## src/hdl/agb_pkg.sv

```systemverilog
`default_nettype none

package agb_pkg;

  // Icon geometry, in pixels and half-pixel units
  localparam int SQUARE_SIDE  = 7;
  localparam int SQUARE_GAP   = 4;
  localparam int SQUARE_FAR   = SQUARE_SIDE + SQUARE_GAP;
  localparam int CORNER_R2    = 2;
  localparam int HALF_STROKE2 = 2;

  localparam int PIX_W   = 24;
  localparam int CH_W    = 8;
  localparam int NUM_CH  = 3;
  localparam int COORD_W = 5;
  localparam int POS_W   = COORD_W + 2;

  // Distances carry 7 fractional bits, coverage carries 8
  localparam int Q_FRAC   = 7;
  localparam int COV_FRAC = 8;
  localparam int COV_W    = COV_FRAC + 1;
  localparam int D_W      = 12;

  // Past this many half pixels outside a corner, coverage is always zero
  localparam int EDGE_LIM = CORNER_R2 + HALF_STROKE2 + 1;
  localparam int E_W      = $clog2(EDGE_LIM);
  localparam int NEG_W    = $clog2(SQUARE_SIDE - CORNER_R2 + 1);
  localparam int SQ_W     = $clog2(2 * (EDGE_LIM - 1) * (EDGE_LIM - 1) + 1);
  localparam int ROOT_W   = 10;

  localparam int PROD_W = CH_W + COV_W;

  localparam logic [POS_W-1:0] CTR_NEAR = POS_W'(SQUARE_SIDE);
  localparam logic [POS_W-1:0] CTR_FAR  = POS_W'(2 * SQUARE_FAR + SQUARE_SIDE);
  localparam logic [POS_W:0]   INSET    = (POS_W+1)'(SQUARE_SIDE - CORNER_R2);
  localparam logic [POS_W:0]   EDGE_Q   = (POS_W+1)'(EDGE_LIM);

  localparam logic [D_W-1:0]   CORNER_Q = D_W'(CORNER_R2 << Q_FRAC);
  localparam logic [D_W-1:0]   FADE_HI  = D_W'((HALF_STROKE2 + 1) << Q_FRAC);
  localparam logic [D_W-1:0]   FADE_LO  = D_W'((HALF_STROKE2 - 1) << Q_FRAC);
  localparam logic [COV_W-1:0] COV_FULL = COV_W'(1 << COV_FRAC);
  localparam logic [PROD_W-1:0] ROUND_HALF = PROD_W'(1 << (COV_FRAC - 1));

  localparam logic [PIX_W-1:0] TINT_RESET = 24'hA3A7B7;

  typedef struct packed {
    logic             big;
    logic [E_W-1:0]   e;
    logic [NEG_W-1:0] n;
  } axis_t;

  typedef struct packed {
    logic                  valid;
    logic [PIX_W-1:0]      bg;
    logic [3:0][COV_W-1:0] cov;
  } cov_beat_t;

  // Split the axis offset from a square into its outside part, its inside
  // part and a flag for points too far out to be touched by the stroke.
  function automatic axis_t axis_of(input logic [POS_W-1:0] p, input logic [POS_W-1:0] c);
    logic [POS_W-1:0] ad;
    logic [POS_W:0]   q;
    axis_t            a;
    ad    = (p >= c) ? p - c : c - p;
    q     = {1'b0, ad} - INSET;
    a.big = 1'b0;
    a.e   = '0;
    a.n   = '0;
    if (q[POS_W]) begin
      a.n = NEG_W'(-q);
    end else if (q >= EDGE_Q) begin
      a.big = 1'b1;
    end else begin
      a.e = E_W'(q);
    end
    return a;
  endfunction

  // round(128 * sqrt(ex^2 + ey^2)) for the offsets that can still give coverage
  function automatic logic [ROOT_W-1:0] sqrt_q7(input logic [E_W-1:0] ex,
                                                input logic [E_W-1:0] ey);
    logic [SQ_W-1:0]   ux;
    logic [SQ_W-1:0]   uy;
    logic [SQ_W-1:0]   s;
    logic [ROOT_W-1:0] r;
    ux = SQ_W'(ex);
    uy = SQ_W'(ey);
    s  = ux * ux + uy * uy;
    case (s)
      6'd0:    r = 10'd0;
      6'd1:    r = 10'd128;
      6'd2:    r = 10'd181;
      6'd4:    r = 10'd256;
      6'd5:    r = 10'd286;
      6'd8:    r = 10'd362;
      6'd9:    r = 10'd384;
      6'd10:   r = 10'd405;
      6'd13:   r = 10'd462;
      6'd16:   r = 10'd512;
      6'd17:   r = 10'd528;
      6'd18:   r = 10'd543;
      6'd20:   r = 10'd572;
      6'd25:   r = 10'd640;
      6'd32:   r = 10'd724;
      default: r = 10'd0;
    endcase
    return r;
  endfunction

  // Stroke coverage of one rounded square, 0..256
  function automatic logic [COV_W-1:0] box_cov(input axis_t x, input axis_t y);
    logic [ROOT_W-1:0] root;
    logic [NEG_W-1:0]  inm;
    logic [D_W-1:0]    d;
    logic [D_W-1:0]    ad;
    logic [COV_W-1:0]  c;
    root = sqrt_q7(x.e, y.e);
    inm  = (x.n < y.n) ? x.n : y.n;
    d    = D_W'(root) - (D_W'(inm) << Q_FRAC) - CORNER_Q;
    ad   = d[D_W-1] ? D_W'(-d) : d;
    if (x.big || y.big || ad >= FADE_HI) begin
      c = '0;
    end else if (ad <= FADE_LO) begin
      c = COV_FULL;
    end else begin
      c = COV_W'(FADE_HI - ad);
    end
    return c;
  endfunction

endpackage

`default_nettype wire

```

## src/hdl/agb_ifs.sv

```systemverilog
`default_nettype none

interface agb_pix_in_if;
  logic                             valid;
  logic                             ready;
  logic [agb_pkg::COORD_W-1:0]      icon_col;
  logic [agb_pkg::COORD_W-1:0]      icon_row;
  logic [agb_pkg::PIX_W-1:0]        bg_pixel;

  modport source (output valid, output icon_col, output icon_row, output bg_pixel,
                  input ready);
  modport sink (input valid, input icon_col, input icon_row, input bg_pixel,
                output ready);
endinterface

interface agb_pix_out_if;
  logic                             valid;
  logic                             ready;
  logic [agb_pkg::PIX_W-1:0]        out_pixel;
  logic                             covered;

  modport source (output valid, output out_pixel, output covered, input ready);
  modport sink (input valid, input out_pixel, input covered, output ready);
endinterface

interface agb_cfg_if;
  logic                             valid;
  logic                             ready;
  logic [agb_pkg::PIX_W-1:0]        tint_rgb;

  modport source (output valid, output tint_rgb, input ready);
  modport sink (input valid, input tint_rgb, output ready);
endinterface

`default_nettype wire

```

## src/hdl/agb_geom.sv

```systemverilog
`default_nettype none

module agb_geom (
  input  logic                clk,
  input  logic                rst,
  agb_pix_in_if.sink          pix_in,
  output agb_pkg::cov_beat_t  beat,
  input  logic                beat_ready
);
  import agb_pkg::*;

  logic                  a_valid;
  axis_t                 a_x [2];
  axis_t                 a_y [2];
  logic [PIX_W-1:0]      a_bg;
  logic                  b_valid;
  logic [PIX_W-1:0]      b_bg;
  logic [3:0][COV_W-1:0] b_cov;
  logic [3:0][COV_W-1:0] cov_next;
  logic                  a_en;
  logic                  b_en;
  logic [POS_W-1:0]      px2;
  logic [POS_W-1:0]      py2;

  assign b_en         = !b_valid || beat_ready;
  assign a_en         = !a_valid || b_en;
  assign pix_in.ready = a_en;

  // pixel center in half-pixel units
  assign px2 = {1'b0, pix_in.icon_col, 1'b1};
  assign py2 = {1'b0, pix_in.icon_row, 1'b1};

  always_ff @(posedge clk) begin
    if (rst) begin
      a_valid <= 1'b0;
    end else if (a_en) begin
      a_valid <= pix_in.valid;
    end
  end

  always_ff @(posedge clk) begin
    if (a_en && pix_in.valid) begin
      a_x[0] <= axis_of(px2, CTR_NEAR);
      a_x[1] <= axis_of(px2, CTR_FAR);
      a_y[0] <= axis_of(py2, CTR_NEAR);
      a_y[1] <= axis_of(py2, CTR_FAR);
      a_bg   <= pix_in.bg_pixel;
    end
  end

  always_comb begin
    cov_next[0] = box_cov(a_x[0], a_y[0]);
    cov_next[1] = box_cov(a_x[1], a_y[0]);
    cov_next[2] = box_cov(a_x[1], a_y[1]);
    cov_next[3] = box_cov(a_x[0], a_y[1]);
  end

  always_ff @(posedge clk) begin
    if (rst) begin
      b_valid <= 1'b0;
    end else if (b_en) begin
      b_valid <= a_valid;
    end
  end

  always_ff @(posedge clk) begin
    if (b_en && a_valid) begin
      b_cov <= cov_next;
      b_bg  <= a_bg;
    end
  end

  assign beat = '{valid: b_valid, bg: b_bg, cov: b_cov};

endmodule

`default_nettype wire

```

## src/hdl/agb_blend.sv

```systemverilog
`default_nettype none

module agb_blend (
  input  logic                        clk,
  input  logic                        rst,
  input  agb_pkg::cov_beat_t          beat,
  output logic                        beat_ready,
  input  logic [agb_pkg::PIX_W-1:0]   tint,
  agb_pix_out_if.source               pix_out
);
  import agb_pkg::*;

  logic              c_valid;
  logic [COV_W-1:0]  c_best;
  logic [PIX_W-1:0]  c_bg;
  logic              d_valid;
  logic              d_covered;
  logic [PROD_W-1:0] d_pt [NUM_CH];
  logic [PROD_W-1:0] d_pb [NUM_CH];
  logic              e_valid;
  logic              e_covered;
  logic [PIX_W-1:0]  e_pixel;
  logic [PIX_W-1:0]  pixel_next;
  logic [PROD_W-1:0] sum [NUM_CH];
  logic [COV_W-1:0]  m01;
  logic [COV_W-1:0]  m23;
  logic [COV_W-1:0]  best_next;
  logic [COV_W-1:0]  c_inv;
  logic              c_en;
  logic              d_en;
  logic              e_en;

  assign e_en       = !e_valid || pix_out.ready;
  assign d_en       = !d_valid || e_en;
  assign c_en       = !c_valid || d_en;
  assign beat_ready = c_en;

  // largest coverage of the four squares
  always_comb begin
    m01       = (beat.cov[0] > beat.cov[1]) ? beat.cov[0] : beat.cov[1];
    m23       = (beat.cov[2] > beat.cov[3]) ? beat.cov[2] : beat.cov[3];
    best_next = (m01 > m23) ? m01 : m23;
  end

  always_ff @(posedge clk) begin
    if (rst) begin
      c_valid <= 1'b0;
    end else if (c_en) begin
      c_valid <= beat.valid;
    end
  end

  always_ff @(posedge clk) begin
    if (c_en && beat.valid) begin
      c_best <= best_next;
      c_bg   <= beat.bg;
    end
  end

  assign c_inv = COV_FULL - c_best;

  always_ff @(posedge clk) begin
    if (rst) begin
      d_valid <= 1'b0;
    end else if (d_en) begin
      d_valid <= c_valid;
    end
  end

  // zero coverage weighs the background by 256, so it passes through exactly
  always_ff @(posedge clk) begin
    if (d_en && c_valid) begin
      for (int ch = 0; ch < NUM_CH; ch++) begin
        d_pt[ch] <= PROD_W'(tint[ch*CH_W +: CH_W]) * PROD_W'(c_best);
        d_pb[ch] <= PROD_W'(c_bg[ch*CH_W +: CH_W]) * PROD_W'(c_inv);
      end
      d_covered <= (c_best != '0);
    end
  end

  always_comb begin
    for (int ch = 0; ch < NUM_CH; ch++) begin
      sum[ch] = d_pt[ch] + d_pb[ch] + ROUND_HALF;
      pixel_next[ch*CH_W +: CH_W] = sum[ch][COV_FRAC +: CH_W];
    end
  end

  always_ff @(posedge clk) begin
    if (rst) begin
      e_valid <= 1'b0;
    end else if (e_en) begin
      e_valid <= d_valid;
    end
  end

  always_ff @(posedge clk) begin
    if (e_en && d_valid) begin
      e_pixel   <= pixel_next;
      e_covered <= d_covered;
    end
  end

  assign pix_out.valid     = e_valid;
  assign pix_out.out_pixel = e_pixel;
  assign pix_out.covered   = e_covered;

endmodule

`default_nettype wire

```

## src/hdl/antialiased_grid_icon_blend_top.sv

```systemverilog
// Grid icon overlay: each transfer on pix_in carries one icon-local pixel
// position and its background color; pix_out returns the color after blending
// toward the tint register by the stroke coverage of the 2x2 rounded-square
// icon, with covered set when any coverage falls on the pixel. One pixel is
// taken every clock while pix_in.ready is high; results leave in order from the
// five register stages (geometry, per-square coverage, coverage maximum, channel
// products, rounded sum). A stall on pix_out holds the result and every full
// stage behind it while empty stages still close up, so pix_in.ready drops only
// once all five stages hold pixels. Write the tint through cfg.tint_rgb while
// no pixels are in flight; cfg.ready is always high.
`default_nettype none

module antialiased_grid_icon_blend_top (
  input  logic           clk,
  input  logic           rst,
  agb_pix_in_if.sink     pix_in,
  agb_pix_out_if.source  pix_out,
  agb_cfg_if.sink        cfg
);
  import agb_pkg::*;

  logic [PIX_W-1:0] tint;
  cov_beat_t        beat;
  logic             beat_ready;

  assign cfg.ready = 1'b1;

  always_ff @(posedge clk) begin
    if (rst) begin
      tint <= TINT_RESET;
    end else if (cfg.valid && cfg.ready) begin
      tint <= cfg.tint_rgb;
    end
  end

  agb_geom u_geom (
    .clk        (clk),
    .rst        (rst),
    .pix_in     (pix_in),
    .beat       (beat),
    .beat_ready (beat_ready)
  );

  agb_blend u_blend (
    .clk        (clk),
    .rst        (rst),
    .beat       (beat),
    .beat_ready (beat_ready),
    .tint       (tint),
    .pix_out    (pix_out)
  );

endmodule

`default_nettype wire

```

## src/flat_wrapper.sv

```systemverilog
// flat-port wrapper written by rule: the top's interface ports become plain ports
module antialiased_grid_icon_blend_top_flat import agb_pkg::*;
  (clk, rst, pix_in_valid, pix_in_icon_col, pix_in_icon_row, pix_in_bg_pixel, pix_in_ready, pix_out_valid, pix_out_out_pixel, pix_out_covered, pix_out_ready, cfg_valid, cfg_tint_rgb, cfg_ready);
  agb_pix_in_if pix_in_i ();
  agb_pix_out_if pix_out_i ();
  agb_cfg_if cfg_i ();
  input  logic clk;
  input  logic rst;
  input wire logic [$bits(pix_in_i.valid)-1:0] pix_in_valid;
  input wire logic [$bits(pix_in_i.icon_col)-1:0] pix_in_icon_col;
  input wire logic [$bits(pix_in_i.icon_row)-1:0] pix_in_icon_row;
  input wire logic [$bits(pix_in_i.bg_pixel)-1:0] pix_in_bg_pixel;
  output wire logic [$bits(pix_in_i.ready)-1:0] pix_in_ready;
  output wire logic [$bits(pix_out_i.valid)-1:0] pix_out_valid;
  output wire logic [$bits(pix_out_i.out_pixel)-1:0] pix_out_out_pixel;
  output wire logic [$bits(pix_out_i.covered)-1:0] pix_out_covered;
  input wire logic [$bits(pix_out_i.ready)-1:0] pix_out_ready;
  input wire logic [$bits(cfg_i.valid)-1:0] cfg_valid;
  input wire logic [$bits(cfg_i.tint_rgb)-1:0] cfg_tint_rgb;
  output wire logic [$bits(cfg_i.ready)-1:0] cfg_ready;
  assign pix_in_i.valid = pix_in_valid;
  assign pix_in_i.icon_col = pix_in_icon_col;
  assign pix_in_i.icon_row = pix_in_icon_row;
  assign pix_in_i.bg_pixel = pix_in_bg_pixel;
  assign pix_in_ready = pix_in_i.ready;
  assign pix_out_valid = pix_out_i.valid;
  assign pix_out_out_pixel = pix_out_i.out_pixel;
  assign pix_out_covered = pix_out_i.covered;
  assign pix_out_i.ready = pix_out_ready;
  assign cfg_i.valid = cfg_valid;
  assign cfg_i.tint_rgb = cfg_tint_rgb;
  assign cfg_ready = cfg_i.ready;
  antialiased_grid_icon_blend_top u_core (.clk(clk), .rst(rst), .pix_in(pix_in_i), .pix_out(pix_out_i), .cfg(cfg_i));
endmodule
```

## config.mk

```make
export PLATFORM = sky130hd
export DESIGN_NAME = antialiased_grid_icon_blend_top_flat
export DESIGN_NICKNAME = d
export VERILOG_FILES = /design/src/hdl/agb_pkg.sv /design/src/hdl/agb_ifs.sv /design/src/hdl/agb_geom.sv /design/src/hdl/agb_blend.sv /design/src/hdl/antialiased_grid_icon_blend_top.sv /design/src/flat_wrapper.sv
export SDC_FILE = /design/constraint.sdc
export NUM_CORES = 1
export LEC_CHECK = 0
export ABC_AREA = 0
export BUFFER_PORTS_ARGS = -buffer_cell sky130_fd_sc_hd__buf_2
export CAP_MARGIN = 20
export CELL_PAD_IN_SITES_DETAIL_PLACEMENT = 1
export CELL_PAD_IN_SITES_GLOBAL_PLACEMENT = 2
export CORE_UTILIZATION = 38
export CTS_BUF_LIST = sky130_fd_sc_hd__clkbuf_16
export CTS_CLUSTER_SIZE = 28
export DETAILED_ROUTE_END_ITERATION = 16
export PLACE_DENSITY_LB_ADDON = 0.1
export SLEW_MARGIN = 0
export SYNTH_ARGS = -nofsm -noshare
export SYNTH_HDL_FRONTEND = slang
export SYNTH_SLANG_ARGS = --single-unit
```

## constraint.sdc

```tcl
create_clock -name clk -period 8.5 [get_ports clk]
set_clock_uncertainty 0.05 [all_clocks]
set_input_delay 0.85 -clock clk [delete_from_list [all_inputs] [get_ports clk]]
set_output_delay 0.85 -clock clk [all_outputs]
set_load 0.01 [all_outputs]
```

# Word level (Yosys, flattened, before mapping)
# Memories as Yosys holds them, arrays and structs flattened.
# Index checks and enable logic that the tools add are counted.
[word_totals] mem_count=8 out_inout_bits=28 mem_bits_rw=130 input_bits=63 romBits=2560 reg_bits=172 word_cells=180
[memory_table] memory="(name not given)" words=64 word_bits=10 rd=1 rd_ports_with_merged_regs=0 write_ports=0 line="agb_pkg.sv:89" source="case (s)"
[memory_table] memory="(name not given)" words=64 word_bits=10 rd=1 rd_ports_with_merged_regs=0 write_ports=0 line="agb_pkg.sv:89"
[memory_table] memory="(name not given)" words=64 word_bits=10 rd=1 rd_ports_with_merged_regs=0 write_ports=0 line="agb_pkg.sv:89"
[memory_table] memory="(name not given)" words=64 word_bits=10 rd=1 rd_ports_with_merged_regs=0 write_ports=0 line="agb_pkg.sv:89"
[memory_table] memory="u_core.u_blend.d_pb" words=3 word_bits=17 rd=3 rd_ports_with_merged_regs=0 write_ports=3 line="agb_blend.sv:19" source="logic [PROD_W-1:0] d_pb [NUM_CH];"
[memory_table] memory="u_core.u_blend.d_pt" words=3 word_bits=17 rd=3 rd_ports_with_merged_regs=0 write_ports=3 line="agb_blend.sv:18" source="logic [PROD_W-1:0] d_pt [NUM_CH];"
[memory_table] memory="2 more memories"
[classes] addsub=43 muxes=47 magnitude_cmp=23 mul=10 n_reduce_logical=28
[op_table] operator="$mul 8x9->17" count=6
[op_table] operator="$mux 9" count=7
[op_table] operator="$add 16x16->16" count=3
[op_table] operator="$add 16x8->16 const B" count=3
[op_table] operator="$ge 12x9->1 const B" count=4
[op_table] operator="$le 12x8->1 const B" count=4
[op_table] operator="$mux 12" count=4
[op_table] operator="$mux 3" count=16
[op_table] operator="$neg 12->12" count=4
[op_table] operator="$sub 11x10->12 const B" count=4
[op_table] operator="$sub 9x9->9 const A" count=5
[op_table] operator="$sub 10x10->11" count=4
[op_table] operator="$ge 8x3->1 const B" count=4
[op_table] operator="$mux 4" count=8
[op_table] operator="$sub 7x3->8 const B" count=4
[op_table] operator="$mux 7" count=4
[op_table] operator="$gt 9x9->1" count=3
[op_table] operator="$add 6x6->6" count=4
[op_table] operator="$mul 3x3->6" count=4
[op_table] operator="$sub 3x6->7 const A" count=2
[op_table] operator="$sub 5x6->7 const A" count=2
[op_table] operator="$sub 6x3->7 const B" count=2
[op_table] operator="$sub 6x5->7 const B" count=2
[op_table] operator="$logic_or 1x1->1" count=13
[op_table] operator="9 further kinds" count=35

# Longest topological paths before layout
# Gate-level depths: netlist of the first run.
# An unclocked memory read counts as a cell.
[logic_depth] depth_word=11 ltp_mapped=27 mapped_depth_nobuf=26

# Modules after synthesis
# A second synthesis of the first run with hierarchy kept.
[unflattened] cells_unflattened=3354 hier_area_um2=32412.3
[modules_own_cells] module="agb_blend" n_inst=1 seq_area_each_um2=4714.5 cells_per_inst=2180 area_per_inst_um2=21373.0
[modules_own_cells] module="agb_geom" n_inst=1 seq_area_each_um2=3403.3 cells_per_inst=1094 area_per_inst_um2=10139.7
[modules_own_cells] module="antialiased_grid_icon_blend_top" n_inst=1 seq_area_each_um2=480.5 cells_per_inst=80 area_per_inst_um2=899.6

# Worst setup path after synthesis of the first run
# OpenSTA, ideal clock, no wires.
[synth_path] path_type="input -> register" startpoint="input port pix_out_ready" endpoint="register u_core.u_blend.d_covered, enable pin" arrival_time_ps=7957 t_required_ps=7749 path_buffers=0 path_stages=2 path_slack_ps=-208 setup_time_ps=701 path_cell_list="nor2b_1 a21boi_0"
[synth_between] elab_chain_len=3
[synth_rtl] element="start: declaration" line="flat_wrapper.sv:17" source="input wire logic [$bits(pix_out_i.ready)-1:0] pix_out_ready;"
[synth_rtl] element="$logic_or 1x1->1" line="agb_blend.sv:33" source="assign e_en = !e_valid || pix_out.ready;"
[synth_rtl] element="$logic_or 1x1->1" line="agb_blend.sv:34" source="assign d_en = !d_valid || e_en;"
[synth_rtl] element="$logic_and 1x1->1" line="agb_blend.sv:72" source="if (d_en && c_valid) begin"
[synth_rtl] element="end signal: assignment" line="agb_blend.sv:77" source="d_covered <= (c_best != '0);"
[synth_rtl] element="end: declaration" line="agb_blend.sv:17" source="logic d_covered;"
# Every way passes these cells.
# A chain may end at the register's enable or synchronous reset.

==> results.json, run 1 <==
{
  "status": "complete, no violations",
  "period_minus_slack_ns": 6.52,
  "hold_viol_final": 0,
  "numPortBuffers": 89,
  "critPathArrivalTime_ns": 6.77,
  "post_cts_buffers": 0,
  "synth_ff_type": "edfxtp_1",
  "nNetsFinal": 4070,
  "synthToLayoutAreaGrowth_pct": 9.27,
  "synth-seq-cells": 296,
  "hold_class": "register to register",
  "seq_area_frac_synth_pct": 27.0,
  "clk_latency_ns": 0.60,
  "path_clk_slew_ns": 0.06,
  "max_freq_ghz": 0.153,
  "worstSetupStartpointType": "register",
  "grt_max_degree": 66,
  "max_stage_delay_ns": 0.85,
  "max_slew.worst_pin.slew_ns": 1.08,
  "setup_viol": 0,
  "globalplace.congestion": 0.809,
  "peakVddDrop_v": 0.000134,
  "dr.pass1.iters": 5,
  "die_w_um": 292,
  "num_vias": 23200,
  "crit_path_top_delay_cell": "a2111oi_0",
  "ioPinCount": 91,
  "routed_wl_um": 85200,
  "synthDistinctLibCells": 97,
  "root_buffer": "clkbuf_16",
  "setup-tns-final_ns": 0,
  "cts.sinks": 296,
  "critPathKind": "register to register",
  "cts_hold_buffers": 0,
  "p_leak_nw": 16.5,
  "drive_above_1_share_pct": 7.37,
  "syn_inst": 3301,
  "drc_errors": 0,
  "grtUsageTotal_pct": 20.4,
  "grt_pass1_vias": 25900,
  "die_height_um": 292,
  "postSynthAreaPerCell_um2": 9.65,
  "max_slew_margin_pct": 27.3,
  "slew_violations": 0,
  "cts_max_level": 2,
  "grt_setup_unrepaired": "false",
  "syn_area_um2": 31900,
  "finalCritPeriodShare_pct": 76.7,
  "async_flop_share_pct": 0,
  "tritoncts": "yes",
  "power_density_nw_per_um2": 189,
  "antenna_found_initial": 2,
  "synth_warnings": 0,
  "core_um2": 82500,
  "clock_tree.buffer_depth": 3,
  "finalPower_mw": 6.59,
  "num_rows": 105,
  "cp_data_required_time_ns": 8.75,
  "antenna_left": 0,
  "crit_fanout": 14,
  "cp-end-kind": "register",
  "grt_pass1_wl_um": 138000,
  "avgRoutedWirePerCell_um": 19.1,
  "vias_per_cell": 5.22,
  "cts_resized": 0,
  "overflow": 0,
  "place_hpwl_um": 67000,
  "cap_violations": 0,
  "start_util_pct": 38.6,
  "cts-buffers-inserted": 39,
  "drtIter0Drc": 803,
  "dieArea_um2": 85000,
  "crit_chain": "and2_1 > ha_1 > xnor2_4 > inv_1 > ha_1 > a31o_2 > nand2_1 > a21boi_0 > nand2_1 > a2111oi_0 > fa_1 > inv_1 > and3_1 > or3_1 > o211a_1 > o21ai_1 > o221ai_1 > nor4_1 > a211o_1 > a21o_4 > a211oi_2",
  "synth_edf_count": 267
}
==> critical path, delay by kind of cell (launching register included) <==
kind	cells	cell delay [ns]
compound gates	9	2.38
xor+xnor	1	0.37
fa+ha+maj	3	0.98
buf+inv	2	0.22
flops	1	0.47
simple gates	6	1.79
==> area by class of cell <==
type                    instances  area (um^2)
diodes                          1         2.50
clock buffers                  39          976
clock inverters                30          314
fillers                      9260        47700
inverters                     452         1700
multi-input cells            2445        21200
flip-flops and latches        296         8600
well taps                    1070         1340
repair buffers                115          648
==> sequential cells by signal, summed over array words and instances (netlist names) <==
| name | count |
|---|---|
| u_core.u_geom.b_bg | 24 |
| u_core.u_blend.d_valid | 1 |
| u_core.u_blend.c_best | 9 |
| u_core.u_geom.a_y | 14 |
| u_core.u_blend.pix_out.out_pixel | 24 |
| u_core.u_blend.d_pt | 48 |
| u_core.u_blend.d_covered | 1 |
| u_core.u_geom.a_x | 14 |
| u_core.u_blend.d_pb | 48 |
| u_core.tint | 24 |
| u_core.u_blend.c_bg | 24 |
| u_core.u_geom.a_valid | 1 |
| u_core.u_geom.beat | 36 |
| u_core.u_blend.pix_out.covered | 1 |
| u_core.u_blend.pix_out.valid | 1 |
| u_core.u_blend.c_valid | 1 |
| u_core.u_geom.b_valid | 1 |
| u_core.u_geom.a_bg | 24 |
==> path summary, 6_finish.rpt <==
check	startpoint	end	slack, ns	cells past startpoint
setup / recovery	u_core.u_geom.a_y[0][11]	u_core.u_geom.beat[30]	1.98	21
hold / removal	u_core.u_geom.a_bg[14]	u_core.u_geom.b_bg[14]	0.35	0
setup reg to reg	u_core.u_geom.a_y[0][11]	u_core.u_geom.beat[30]	1.98	21
hold reg to reg	u_core.u_geom.a_bg[14]	u_core.u_geom.b_bg[14]	0.35	0
==> through the flow <==
| stage | setup slack (ns) | cell area (um^2) | util, % | std cells | hold WS (ns) |
|---|---|---|---|---|---|
| final | 1.98 | 34800 | 42.2 | 4448 | 0.355 |
| after global routing | 1.44 | 34800 | 42.2 | 4447 | 0.355 |
| after CTS | 1.98 | 34800 | 42.2 | 4445 | 0.340 |
| after detailed placement | 1.98 | 33500 | 40.6 | 4376 | 0.355 |
| after global placement | 2.18 | 33500 | 40.6 | 4375 | 0.353 |
| after floorplan | 2.26 | 31900 | - | 3304 | 0.350 |
==> cell usage in the layout (no fill, tap or decap), drive strengths merged, types with 28 or more instances in the layout <==
cell type | Yosys | routed
inv | 452 | 458
ha | 408 | 408
nand2 | 326 | 326
edfxtp | 267 | 267
fa | 250 | 250
and2 | 225 | 225
nor2 | 185 | 185
xnor2 | 154 | 154
a21oi | 129 | 129
buf | 29 | 115
o21ai | 107 | 107
nor2b | 68 | 68
mux2i | 57 | 57
nor3 | 54 | 54
xor2 | 47 | 47
nand2b | 42 | 42
clkbuf | 82 | 39
a21o | 38 | 38
nand3 | 36 | 36
dfxtp | 29 | 29
o21a | 28 | 28
==> power by group <==
group          switching, mW  internal [mW]
combinational           1.89           1.28
sequential            0.0586           1.68
clock                  0.714          0.972
==> logic make-up (layout without fill, tap and decap cells) <==
group | count (synthesis) | after routing | synth area share [%]
xor+xnor | 206 | 206 | 6.20
buf+inv | 563 | 636 | 6.69
flops | 296 | 296 | 27.0
mux | 64 | 64 | 2.09
other cells | 2 | 6 | 0.0236
fa+ha+maj | 658 | 658 | 31.7
compound gates | 490 | 490 | 10.4
simple gates | 1022 | 1022 | 15.9
==> cells in the mapped netlist, types with 8 or more instances <==
library cell / instances / share of area (%)
inv_1: 452 / 5.3
ha_1: 408 / 16
nand2_1: 326 / 3.8
edfxtp_1: 267 / 25
fa_1: 250 / 16
and2_1: 225 / 4.4
nor2_1: 184 / 2.2
xnor2_1: 149 / 4.1
a21oi_1: 125 / 2.0
o21ai_0: 99 / 1.6
clkbuf_1: 82 / 0.97
nor2b_1: 67 / 1.3
mux2i_1: 56 / 1.8
nor3_1: 54 / 0.85
xor2_1: 43 / 1.2
nand2b_1: 40 / 0.79
a21o_1: 37 / 0.87
nand3_1: 36 / 0.57
dfxtp_1: 29 / 1.8
o21a_1: 28 / 0.66
a31oi_1: 23 / 0.45
a211o_1: 20 / 0.55
or3_1: 19 / 0.37
buf_1: 18 / 0.21
a21boi_0: 17 / 0.40
and3_1: 16 / 0.31
nand4_1: 15 / 0.29
o211ai_1: 12 / 0.28
o31ai_1: 11 / 0.26
a211oi_1: 10 / 0.24
buf_2: 9 / 0.14
or2_2: 9 / 0.18
a31o_2: 8 / 0.22
==> routing by layer <==
layer,share of wire (%),track usage (%),up-vias
li1,-,-,11100
met1,41,22.8,11700
met2,54,40.0,223
met3,2.2,2.17,107
met4,3.0,6.43,0
met5,0,0,-
No activity file was read; power rests on OpenSTA's default activity.
==> inputs of run 2 (changes only) <==
- clock period: 8.5 -> 5.3 ns (I/O delays scaled with it)
==> results.json, run 2 (synthesis results as in run 1) <==
{
  "max_slew.worst_pin.slew_ns": 1.00,
  "p_leak_nw": 17.8,
  "crit_fanout": 6,
  "dp.cells": 4552,
  "critPathTopFamily": "adder cells",
  "drc_errors": 0,
  "routed_wl_um": 88200,
  "antenna-diode-count": 0,
  "antenna_left": 0,
  "cts.sinks": 296,
  "cts_hold_buffers": 0,
  "start_util_pct": 38.6,
  "critPathArrivalTime_ns": 5.58,
  "grt_pass1_wl_um": 143000,
  "overflow": 0,
  "hold_viol_final": 0,
  "root_buffer": "clkbuf_16",
  "grtUsageTotal_pct": 20.9,
  "avgRoutedWirePerCell_um": 18.9,
  "clock_tree.buffer_depth": 3,
  "dieArea_um2": 85000,
  "clk_latency_ns": 0.57,
  "final_common_cell": "inv_1",
  "worstSetupStartpointType": "register",
  "tritoncts": "yes",
  "die_height_um": 292,
  "drtIter0Drc": 582,
  "cp_data_required_time_ns": 5.55,
  "period_minus_slack_ns": 5.33,
  "dr.pass1.iters": 4,
  "max_slew_margin_pct": 33.1,
  "globalplace.congestion": 0.831,
  "antenna_found_initial": 1,
  "grt_max_degree": 98,
  "setup_slack_ns": -0.0291,
  "path_clk_slew_ns": 0.06,
  "max_freq_ghz": 0.188,
  "grt_setup_unrepaired": "true",
  "finalCritPeriodShare_pct": 101,
  "stdcell_count": 4674,
  "core_um2": 82500,
  "crit_top_cell": "fa_1",
  "critPathKind": "register to register",
  "vias_per_cell": 5.14,
  "peakVddDrop_v": 0.000175,
  "cts_max_level": 2,
  "drive_above_1_share_pct": 19.0,
  "violations": "setup timing",
  "max_stage_delay_ns": 0.53,
  "cts-buffers-inserted": 40,
  "status": "finished with violations",
  "mostFrequentLayoutCells": "428 x inv_1, 375 x ha_1, 309 x nand2_1",
  "numPortBuffers": 89,
  "setup-tns-final_ns": -0.0860,
  "synthToLayoutAreaGrowth_pct": 19.1,
  "crit_chain": "or3_4 > nor3_4 > buf_6 > xnor2_4 > buf_12 > nand2_4 > fa_1 > fa_1 > inv_2 > fa_1 > fa_1 > ha_4 > a21boi_4 > o21ai_2 > a21boi_2 > o21ai_1 > nand2b_1 > a21o_1 > nand2_2 > nor2b_4 > xnor2_1",
  "place_hpwl_um": 69900,
  "cap_violations": 0,
  "setup_viol": 4,
  "slew_violations": 0,
  "num_rows": 105,
  "cp_num_buf_inv": 3,
  "ioPinCount": 91,
  "num_vias": 24000,
  "power_density_nw_per_um2": 312,
  "grt_pass1_vias": 27000,
  "hold_class": "input pin to register",
  "cp-end-kind": "register",
  "crit_path_top_delay_cell": "fa_1",
  "nNetsFinal": 4294,
  "die_w_um": 292
}
[run 2: stage by stage]
stage	utilization, %	worst slack (ns)	instance area, um^2	hold WS (ns)	power (mW)
floorplan	-	-0.0111	32000	0.350	6.81
global placement	42.5	-0.0496	35000	0.356	8.35
detailed placement	42.5	-0.312	35000	0.356	8.57
CTS	44.5	0.00501	36700	0.0494	11.5
global route	46.0	-0.264	38000	0.0605	12.7
finish	46.0	-0.0291	38000	0.0882	11.8
[run 2: worst paths after layout]
check / cells past startpoint / end / startpoint / slack, ns
max: 21 / u_core.u_blend.d_pb[0][30] / u_core.u_blend.c_best[2] / -0.03
max reg2reg: 21 / u_core.u_blend.d_pb[0][30] / u_core.u_blend.c_best[2] / -0.03
min reg2reg: 0 / u_core.u_geom.b_bg[15] / u_core.u_geom.a_bg[15] / 0.37
min: 1 / u_core.u_geom.a_bg[4] / pix_in_bg_pixel[4] / 0.09
[run 2: worst reg2reg max path: stages, from the launching register on]
cell	delay (ns)
edfxtp_1	0.41
or3_4	0.45
nor3_4	0.21
buf_6	0.14
xnor2_4	0.13
buf_12	0.16
nand2_4	0.06
fa_1	0.51
fa_1	0.53
inv_2	0.04
fa_1	0.45
fa_1	0.51
ha_4	0.32
a21boi_4	0.19
o21ai_2	0.09
a21boi_2	0.15
o21ai_1	0.09
nand2b_1	0.10
a21o_1	0.13
nand2_2	0.07
nor2b_4	0.13
xnor2_1	0.12
[run 2: layout make-up]
class	instances	area, um^2
clock buffer	41	1030
multi-input combinational	2445	22500
fill	9225	44500
tap	1070	1340
inverter	452	1700
sequential	296	8600
clock inverter	32	269
timing repair buffer	338	2510
[run 2: routing by layer]
metal  global-route usage (%)  vias up  part of all wire [%]
met2                     40.9      217                    55
met4                     6.62        0                   3.0
li1                         -    11600                     -
met1                     23.6    12100                    40
met3                     1.72      117                   1.9
met5                        0        -                     0
[run 2: what timing repair did]
item	CTS	global route
gates cloned	1	1
setup endpoints to repair	50	71
pin swaps	28	140
buffers inserted	14	34
gates resized for setup	54	217
[run 2: power by group]
part	internal (mW)	total, mW	switching [mW]
combinational	2.92	6.41	3.48
clock	1.57	2.66	1.10
sequential	2.70	2.78	0.0795
total	7.19	11.8	4.66
==> inputs of run 3 (changes only) <==
- RECOVER_POWER: unset -> 100
==> results.json, run 3 (synthesis results as in run 1) <==
{
  "grt_setup_unrepaired": "true",
  "cp-end-kind": "register",
  "fillers": 9216,
  "routed_wl_um": 88200,
  "core_um2": 82500,
  "finalPower_mw": 11.8,
  "overflow": 0,
  "dp_slack_ns": -0.312,
  "max_slew_margin_pct": -76.5,
  "fin_util_pct": 45.9,
  "ioPinCount": 91,
  "crit_chain": "or3_4 > nor3_4 > buf_6 > xnor2_4 > buf_12 > nand2_1 > fa_1 > fa_1 > inv_1 > fa_1 > fa_1 > ha_4 > a21oi_4 > o21ai_2 > a21oi_2 > nor2b_1 > o21a_1 > o41ai_2 > xnor2_1",
  "power_density_nw_per_um2": 313,
  "grtUsageTotal_pct": 20.9,
  "dr.pass1.iters": 4,
  "cts_hold_buffers": 0,
  "antenna_found_initial": 1,
  "crit_path_top_delay_cell": "fa_1",
  "p_leak_nw": 17.7,
  "critPathKind": "register to register",
  "place_hpwl_um": 69900,
  "finalCritPeriodShare_pct": 100,
  "crit_fanout": 6,
  "status": "finished with violations",
  "vias_per_cell": 5.15,
  "drc_errors": 0,
  "final_area_um2": 37900,
  "max_slew.worst_pin.slew_ns": 2.65,
  "num_rows": 105,
  "cts.sinks": 296,
  "peakVddDrop_v": 0.000175,
  "use_met1_pct": 23.6,
  "cts-buffers-inserted": 40,
  "crit_top_cell": "fa_1",
  "avgRoutedWirePerCell_um": 18.9,
  "die_height_um": 292,
  "slew_violations": 312,
  "final_common_cell": "inv_1",
  "clock_tree.buffer_depth": 3,
  "root_buffer": "clkbuf_16",
  "grt_pass1_vias": 27000,
  "cts_max_level": 2,
  "cp_num_buf_inv": 3,
  "critPathTopFamily": "adder cells",
  "drtIter0Drc": 522,
  "cap_violations": 6,
  "start_util_pct": 38.6,
  "globalplace.congestion": 0.831,
  "top_usage_layer": "met2",
  "dpl-instance-area_um2": 35000,
  "use_met3_pct": 1.72,
  "critPathArrivalTime_ns": 5.58,
  "setup_viol": 4,
  "holdWs_ns": 0.0885,
  "mostFrequentLayoutCells": "428 x inv_1, 375 x ha_1, 309 x nand2_1",
  "antenna_left": 0,
  "clk_latency_ns": 0.57,
  "numPortBuffers": 89,
  "max_stage_delay_ns": 0.55,
  "hold_class": "input pin to register",
  "num_vias": 24100,
  "period_minus_slack_ns": 5.32,
  "cp_data_required_time_ns": 5.55,
  "tritoncts": "yes",
  "hold_viol_final": 0,
  "die_w_um": 292,
  "synthToLayoutAreaGrowth_pct": 18.9,
  "drive_above_1_share_pct": 18.0,
  "setup_slack_ns": -0.0248,
  "violations": "capacitance limit, slew limit, setup timing",
  "worstSetupStartpointType": "register",
  "max_freq_ghz": 0.188,
  "met2_usage_pct": 40.9,
  "path_clk_slew_ns": 0.06,
  "grt_max_degree": 98,
  "grt_pass1_wl_um": 143000,
  "dieArea_um2": 85000,
  "nNetsFinal": 4294
}
[run 3: changes by cell type in the layout (fill, tap and decap cells not counted), sizes merged]
cell | before | now
buf | 337 | 299
clkbuf | 42 | 80
diode | 0 | 1
[run 3: metrics by stage]
| stage | cells | TNS [ns] |
|---|---|---|
| 2_1_floorplan | 3304 | -0.0111 |
| 3_3_place_gp | 4552 | -0.157 |
| 3_5_place_dp | 4552 | -4.08 |
| 4_1_cts | 4640 | 0 |
| 5_1_grt | 4674 | -2.14 |
| 6_report | 4675 | -0.0818 |
[run 3: what timing repair did]
action,CTS,global route
pin swaps,28,140
gates resized for setup,54,217
setup endpoints to repair,50,71
setup buffers,14,34
cloned,1,1
[run 3: worst reg2reg max path: cells and delay by family (launching register included)]
kind            cells  cell delay, ns
fa+ha+maj           5            2.27
compound gates      5            0.91
xor+xnor            2            0.24
buf+inv             3            0.36
simple gates        4            0.81
flops               1            0.41
[run 3: path summary, 6_finish.rpt]
kind	start	cells past startpoint	endpoint	slack (ns)
setup / recovery	u_core.u_blend.c_best[2]	19	u_core.u_blend.d_pb[0][48]	-0.02
hold / removal	pix_in_bg_pixel[4]	1	u_core.u_geom.a_bg[4]	0.09
setup reg to reg	u_core.u_blend.c_best[2]	19	u_core.u_blend.d_pb[0][48]	-0.02
hold reg to reg	u_core.u_geom.a_bg[15]	0	u_core.u_geom.b_bg[15]	0.37
[run 3: per-layer routing]
metal | share of wire (%) | vias up
met3 | 1.7 | 120
li1 | - | 11600
met2 | 55 | 219
met5 | 0 | -
met4 | 3.0 | 0
met1 | 41 | 12100
[run 3: power by group]
group | internal (mW) | leakage (nW) | switching (mW) | total [mW]
clock | 1.57 | 0.636 | 1.10 | 2.66
sequential | 2.70 | 2.91 | 0.0795 | 2.78
combinational | 2.92 | 14.2 | 3.48 | 6.40
total | 7.19 | 17.7 | 4.65 | 11.8
[run 3: area by class of cell]
| cell class | instances | area (um^2) | share of cell area [%] |
|---|---|---|---|
| Multi-Input combinational cell | 2445 | 22500 | 59.4 |
| Sequential cell | 296 | 8600 | 22.7 |
| Timing Repair Buffer | 338 | 2440 | 6.45 |
| Inverter | 452 | 1700 | 4.48 |
| Tap cell | 1070 | 1340 | 3.53 |
| Clock buffer | 41 | 1030 | 2.71 |
| Clock inverter | 32 | 269 | 0.710 |
| Antenna cell | 1 | 2.50 | 0.00661 |
